--- src/hdl/tcp_sender_window_retransmit_core_macros.svh ---
// Assertion helpers for the block that checks itself.
`ifndef TCP_SENDER_WINDOW_RETRANSMIT_CORE_MACROS_SVH
`define TCP_SENDER_WINDOW_RETRANSMIT_CORE_MACROS_SVH

// Check that a condition always leads to a consequence in the same cycle.
`define TSWR_ASSERT_IMPL(label, clock, resetn, ante, cons, msg) \
    label: assert property (@(posedge clock) disable iff (!resetn) (ante) |-> (cons)) \
        else $error(msg);

// Check that a condition never holds.
`define TSWR_ASSERT_NEVER(label, clock, resetn, cond, msg) \
    label: assert property (@(posedge clock) disable iff (!resetn) !(cond)) \
        else $error(msg);

`endif

--- src/hdl/tswr_pkg.sv ---
`default_nettype none

package tswr_pkg;

    localparam int MAX_PAYLOAD_DEF  = 1024;
    localparam int QUEUE_DEPTH_DEF  = 64;
    localparam int ABS_SEQ_BITS_DEF = 40;
    localparam int RES_LIMIT        = 64;

    localparam int CAP_W      = 20;
    localparam int RTO_W      = 16;
    localparam int CFG_DATA_W = 32;
    localparam int CFG_IDX_W  = 2;
    localparam int LEN_W      = 11;
    localparam int OFF_W      = 40;
    localparam int WIN_W      = 16;
    localparam int RETRY_W    = 8;
    localparam int CNT_W      = 7;

    localparam logic [CFG_IDX_W-1:0] CFG_CAPACITY = 2'd0;
    localparam logic [CFG_IDX_W-1:0] CFG_RTO      = 2'd1;
    localparam logic [CFG_IDX_W-1:0] CFG_ISN      = 2'd2;

    localparam logic [2:0] REQ_WRITE = 3'd0;
    localparam logic [2:0] REQ_FILL  = 3'd1;
    localparam logic [2:0] REQ_ACK   = 3'd2;
    localparam logic [2:0] REQ_TICK  = 3'd3;
    localparam logic [2:0] REQ_EMPTY = 3'd4;

    localparam logic KIND_SEGMENT = 1'b0;
    localparam logic KIND_STATUS  = 1'b1;

    typedef enum logic [2:0] {
        OP_WRITE,
        OP_FILL,
        OP_ACK,
        OP_TICK,
        OP_EMPTY,
        OP_NONE
    } op_t;

    typedef struct packed {
        op_t         op;
        logic [15:0] byte_count;
        logic        end_input;
        logic [31:0] ack_number;
        logic [15:0] peer_window;
        logic [31:0] elapsed_ms;
    } cmd_t;

    typedef enum logic [3:0] {
        ST_IDLE,
        ST_WRITE,
        ST_FILL_CHK,
        ST_FILL_SIM,
        ST_FILL_EMIT,
        ST_ACK_CALC,
        ST_ACK_RD,
        ST_ACK_CMP,
        ST_ACK_DONE,
        ST_TICK,
        ST_TICK_EMIT,
        ST_EMPTY,
        ST_STATUS
    } eng_state_t;

endpackage

`default_nettype wire

--- src/hdl/tswr_front.sv ---
`default_nettype none

module tswr_front (
    input  logic              clk,
    input  logic              rst_n,
    input  logic              start,
    input  logic [2:0]        req_type,
    input  logic [15:0]       byte_count,
    input  logic              end_input,
    input  logic [31:0]       ack_number,
    input  logic [15:0]       peer_window,
    input  logic [31:0]       elapsed_ms,
    output logic              busy,
    output logic              cmd_valid,
    output tswr_pkg::cmd_t    cmd,
    input  logic              cmd_pop
);
    import tswr_pkg::*;

    cmd_t       fifo_reg [2];
    logic       wr_ptr_reg, wr_ptr_next;
    logic       rd_ptr_reg, rd_ptr_next;
    logic [1:0] cnt_reg, cnt_next;
    logic       push;
    cmd_t       incoming;

    // Classify the request
    always_comb
    begin
        incoming.byte_count  = byte_count;
        incoming.end_input   = end_input;
        incoming.ack_number  = ack_number;
        incoming.peer_window = peer_window;
        incoming.elapsed_ms  = elapsed_ms;
        unique case (req_type)
            REQ_WRITE: incoming.op = OP_WRITE;
            REQ_FILL:  incoming.op = OP_FILL;
            REQ_ACK:   incoming.op = OP_ACK;
            REQ_TICK:  incoming.op = OP_TICK;
            REQ_EMPTY: incoming.op = OP_EMPTY;
            default:   incoming.op = OP_NONE;
        endcase
    end

    assign busy      = (cnt_reg == 2'd2);
    assign push      = start && !busy;
    assign cmd_valid = (cnt_reg != 2'd0);
    assign cmd       = fifo_reg[rd_ptr_reg];

    // Advance pointers and count
    always_comb
    begin
        wr_ptr_next = push ? !wr_ptr_reg : wr_ptr_reg;
        rd_ptr_next = cmd_pop ? !rd_ptr_reg : rd_ptr_reg;
        cnt_next    = cnt_reg + 2'(push) - 2'(cmd_pop);
    end

    always_ff @(posedge clk or negedge rst_n)
    begin
        if (!rst_n)
        begin
            wr_ptr_reg <= 1'b0;
            rd_ptr_reg <= 1'b0;
            cnt_reg    <= 2'd0;
        end
        else
        begin
            wr_ptr_reg <= wr_ptr_next;
            rd_ptr_reg <= rd_ptr_next;
            cnt_reg    <= cnt_next;
        end
    end

    // Store the transfer
    always_ff @(posedge clk)
    begin
        if (push)
        begin
            fifo_reg[wr_ptr_reg] <= incoming;
        end
    end

endmodule

`default_nettype wire

--- config.mk ---
export PLATFORM = sky130hd
export DESIGN_NAME = tswr_front
export DESIGN_NICKNAME = d
export VERILOG_FILES = /design/src/hdl/tcp_sender_window_retransmit_core_macros.svh /design/src/hdl/tswr_pkg.sv /design/src/hdl/tswr_front.sv
export SDC_FILE = /design/constraint.sdc
export NUM_CORES = 1
export LEC_CHECK = 0
export BUFFER_PORTS_ARGS = -buffer_cell sky130_fd_sc_hd__buf_2
export CORE_UTILIZATION = 47
export CTS_CLUSTER_SIZE = 8
export DETAILED_ROUTE_END_ITERATION = 8
export PLACE_DENSITY = 0.81
export SYNTH_ARGS = -nofsm -noshare
export SYNTH_HDL_FRONTEND = slang
export SYNTH_SLANG_ARGS = --single-unit
--- constraint.sdc ---
create_clock -name clk -period 5.4 [get_ports clk]
set_clock_uncertainty 0.1 [all_clocks]
set_input_delay 0.81 -clock clk [delete_from_list [all_inputs] [get_ports clk]]
set_output_delay 0.81 -clock clk [all_outputs]
set_load 0.02 [all_outputs]
* Word level (Yosys, flattened, before mapping)
Memories as Yosys holds them, arrays and structs flattened. Index checks and enable logic that the tools add are counted.
Storage, ports and cells: bits in registers 4, memory bits (writable) 200, input port bits 104, output and inout bits 102, word-level logic and storage cells 20, memories kept 1
Memories:
- fifo_reg | depth 2, width 100, rd ports 1, clocked after memory_dff 0, write ports 1, RTL line tswr_front.sv:20 | cmd_t fifo_reg [2];
Cells by class: add/subtract/negate cells 2, equal/unequal tests 5, mux-type cells 3, reductions and logical operators 6
Operators with widths (number):
- case mux 3 bit (5 select lines) | 1
- == test 3 x 2 -> 1 bit, second input constant | 2
- == test 3 x 1 -> 1 bit, second input constant | 1
- == test 3 bit, second input constant | 1
- logical NOT 1 bit | 3
- logical NOT 3 bit | 1
- adder 2 x 1 -> 2 bit | 1
- == test 2 bit, second input constant | 1
- 2-to-1 mux 1 bit | 2
- nonzero test 2 bit | 1
- subtractor 2 x 1 -> 2 bit | 1
- logical AND 1 bit | 1

* Longest topological paths before layout
word-level depth 5, depth in mapped cells 7, mapped depth without buffers 7

* Worst setup path after synthesis
No wires, ideal clock.
path kind input-to-reg, start point input port start, end point memory fifo_reg[0][0] (netlist name), enable pin, library setup time 0.560 ns, arrival time 5.066 ns, data required time 4.740 ns, path slack -0.325 ns, cell stages on the path 2, buffers on the path 0, cell sequence nand2_1 > nor2_1
Between the ends: longest elaborated chain between the ends 3
Ends and longest elaborated chain:
- start, declared | RTL line tswr_front.sv:6 | input logic start,
- logical AND 1 bit | RTL line tswr_front.sv:46 | assign push = start && !busy;
- 2-to-1 mux 1 bit | RTL line tswr_front.sv:77 | if (push)
- 2-to-1 mux 1 bit (implied by the code) | RTL line tswr_front.sv:79 | fifo_reg[wr_ptr_reg] <= incoming;
- end, declared | RTL line tswr_front.sv:20
No other way between the ends.

==> flow_summary.ini <==
[status]
status = completed

[power_and_ir_drop]
leakage_nw = 3.966
switchingPower_w = 0.001788
p_total_w = 0.005818
pwr-share-clk_pct = 27.3
seqPwrFrac_pct = 40.4
cell_internal_pwr_w = 0.004029
vdd_ir_drop_max_mv = 0.4326
powerDensity_mw_per_mm2 = 591.0
combPwrFrac_pct = 32.3
switching_share_pct = 30.74

[place]
dpl.hpwl_um = 8910
dp_cells = 744
finalWeightedCongestion = 0.7274
place_area_mm2 = 0.009032
port_buffers = 205

[grt]
antenna_found_initial = 1
grt_max_degree = 67
gr-total-overflow = 0
grt_pass1_wl_um = 21620
grt_pass1_vias = 4262
track_usage_pct = 16.04

[layout]
synthToLayoutAreaGrowth_pct = 24.97
final-seq-area_mm2 = 0.006110
largest_reg_flops = 200
nNetsFinal = 666
final_cells = 786
final_common_cell = buf_2
multi_input_area_mm2 = 0.001577
fin_area_mm2 = 0.009844
diodes = 0
drive_gt1_share_pct = 60.35
final_cell_mix = buf_2 (205), edfxtp_1 (200), mux2_4 (90)
fillers = 1163

[floorplanning]
die_w_um = 131.5
start_util_pct = 48.88
core_mm2 = 0.01612
die_area_mm2 = 0.01728
num_rows = 46
die_y_um = 131.5
boundaryPins = 206

[drt]
drtIter0Drc = 193
viasPerCell = 4.875
drt-wirelength-per-cell_um = 17.61
drt-pass1-iter-count = 4
drc = 0
vias = 3832
drt_wl_total_um = 13850
ant_nets = 0

[setup_path]
crit_slowest_cell = dfrtp_4
cp_data_required_time_ps = 4490
rr_worst_depth = 3
cpPeakStageDelay_ps = 930
crit_type = reg2out
critPathCaptureType = output pin
rrSetupSlack_ps = 2980
cpLargestDelayFamily = flip-flops
timing.critical_path.buf_inv = 2
r2r_start = cnt_reg[1]
timing.rr.end = fifo_reg[1][89]
worst-path-max-fanout = 61
startpoint_type = flop
crit_arrival_ps = 2580
path_cells = buf_12 -> mux2_2 -> buf_2

[timing]
worst_pin_slew_ps = 923.3
min_period_ps = 3487
period_share_pct = 64.58
whs_ps = 385.9
tns_ps = 0
final-hold-violation-count = 0
rsz0062_at_grt = false
setup_viol = 0
max_freq_ghz = 0.2867
slew_headroom_pct = 38.45
slew_viol_final = 0

[logic_synthesis]
netlist.area_leader.share_pct = 76.24
synth-seq-cells = 204
synth_nets = 437
ys_top_cells_by_area = edfxtp_1 (76%), mux2_4 (17%), buf_12 (2.3%)
syn_area_per_cell_um2 = 23.80
yosysTopAreaCell = edfxtp_1
synthCells = 331
synth_area_mm2 = 0.007878
synth_cell_types = 19
synth_seq_area_share_pct = 77.51
ys_warn_count = 0

[cts]
clockRootBuffer = clkbuf_16
htree_levels = 1
numCtsBuffers = 29
clock_latency_ps = 510
cts_resized = 0
path_clk_slew_ps = 50
cts_tree = yes
clock_path_buffers = 3
clock-sinks = 204

[flow_run]
cap_violations = 0

[min_path]
hold-path-endpoint = fifo_reg[0][33]
hold_path.startpoint = peer_window[1]
min_path_type = in2reg
holdPathStages = 1
-- cell families after synthesis --
logic type                 count (synthesis)  synth area share, %
DFF                                      204                77.51
buffers and inverters                     14                2.636
adders and majority gates                  2               0.3176
xor gates and xnor gates                   4               0.4448
and+or+nand+nor                            6               0.4131
muxes                                    100                18.58
AOI/OAI and AO/OA                          1              0.09533
-- worst reg2reg max path: cells and delay by family, from the launching register on --
kind,cells,cell delay (ps)
AND/OR/NAND/NOR,2,980
buffers and inverters,1,570
flip-flops,1,400
-- metal layers --
metal,GRT usage [%],up-vias,routed length (µm)
met5,0,-,10
met4,5.685,2,303
met3,4.707,33,1105
met2,28.13,162,7074
met1,18.61,1875,5353
li1,-,1760,-
-- worst max-delay path by stage --
stage / slack, ps / end / cells after the start / start
final: 1910 / cmd[92] / 3 / rd_ptr_reg
after global routing: 1820 / cmd[92] / 3 / rd_ptr_reg
after global placement: 2510 / cmd[99] / 3 / rd_ptr_reg
after detailed placement: 2460 / cmd[92] / 3 / rd_ptr_reg
after floorplan: 1360 / fifo_reg[0][0] / 2 / start
after CTS: 1900 / cmd[92] / 3 / rd_ptr_reg
-- power groups by stage --
stage          combinational (W)  sequential (W)  clock [W]
2_1_floorplan            0.00158         0.00229          0
3_3_place_gp             0.00187         0.00236          0
3_5_place_dp             0.00190         0.00238          0
4_1_cts                  0.00191         0.00236    0.00163
5_1_grt                  0.00198         0.00239    0.00169
6_report                 0.00188         0.00235    0.00159
-- timing repair --
item | 4_1_cts | 5_1_grt
setup buffers | 0 | 0
hold endpoints to repair | 4 | 0
hold buffers | 1 | 0
-- cell type report --
cell class | instances | area share, %
clock inverters | 2 | 0.3940
repair buffers | 210 | 10.96
flip-flops and latches | 204 | 62.06
multi-input cells | 113 | 16.01
well taps | 216 | 2.745
clock buffers | 39 | 7.753
inverters | 2 | 0.07626
-- synth_stat cells --
cell / n
xor2_1: 1
nor2b_1: 1
nor2_1: 1
buf_12: 9
buf_2: 1
mux2_4: 90
or2_2: 1
nand2_1: 1
a21o_1: 1
mux2_2: 10
nand2b_1: 1
and3_1: 1
buf_6: 1
inv_1: 2
dfrtp_1: 4
xnor2_1: 3
ha_1: 2
edfxtp_1: 200
clkbuf_1: 1
-- per-stage QoR --
stage | setup slack (ps) | utilization, %
final | 1913 | 61.09
after global routing | 1818 | 61.09
after CTS | 1898 | 61.09
after detailed placement | 2455 | 56.05
after global placement | 2511 | 56.05
after floorplan | 1358 | -
Power figures use the tool's default switching activity.
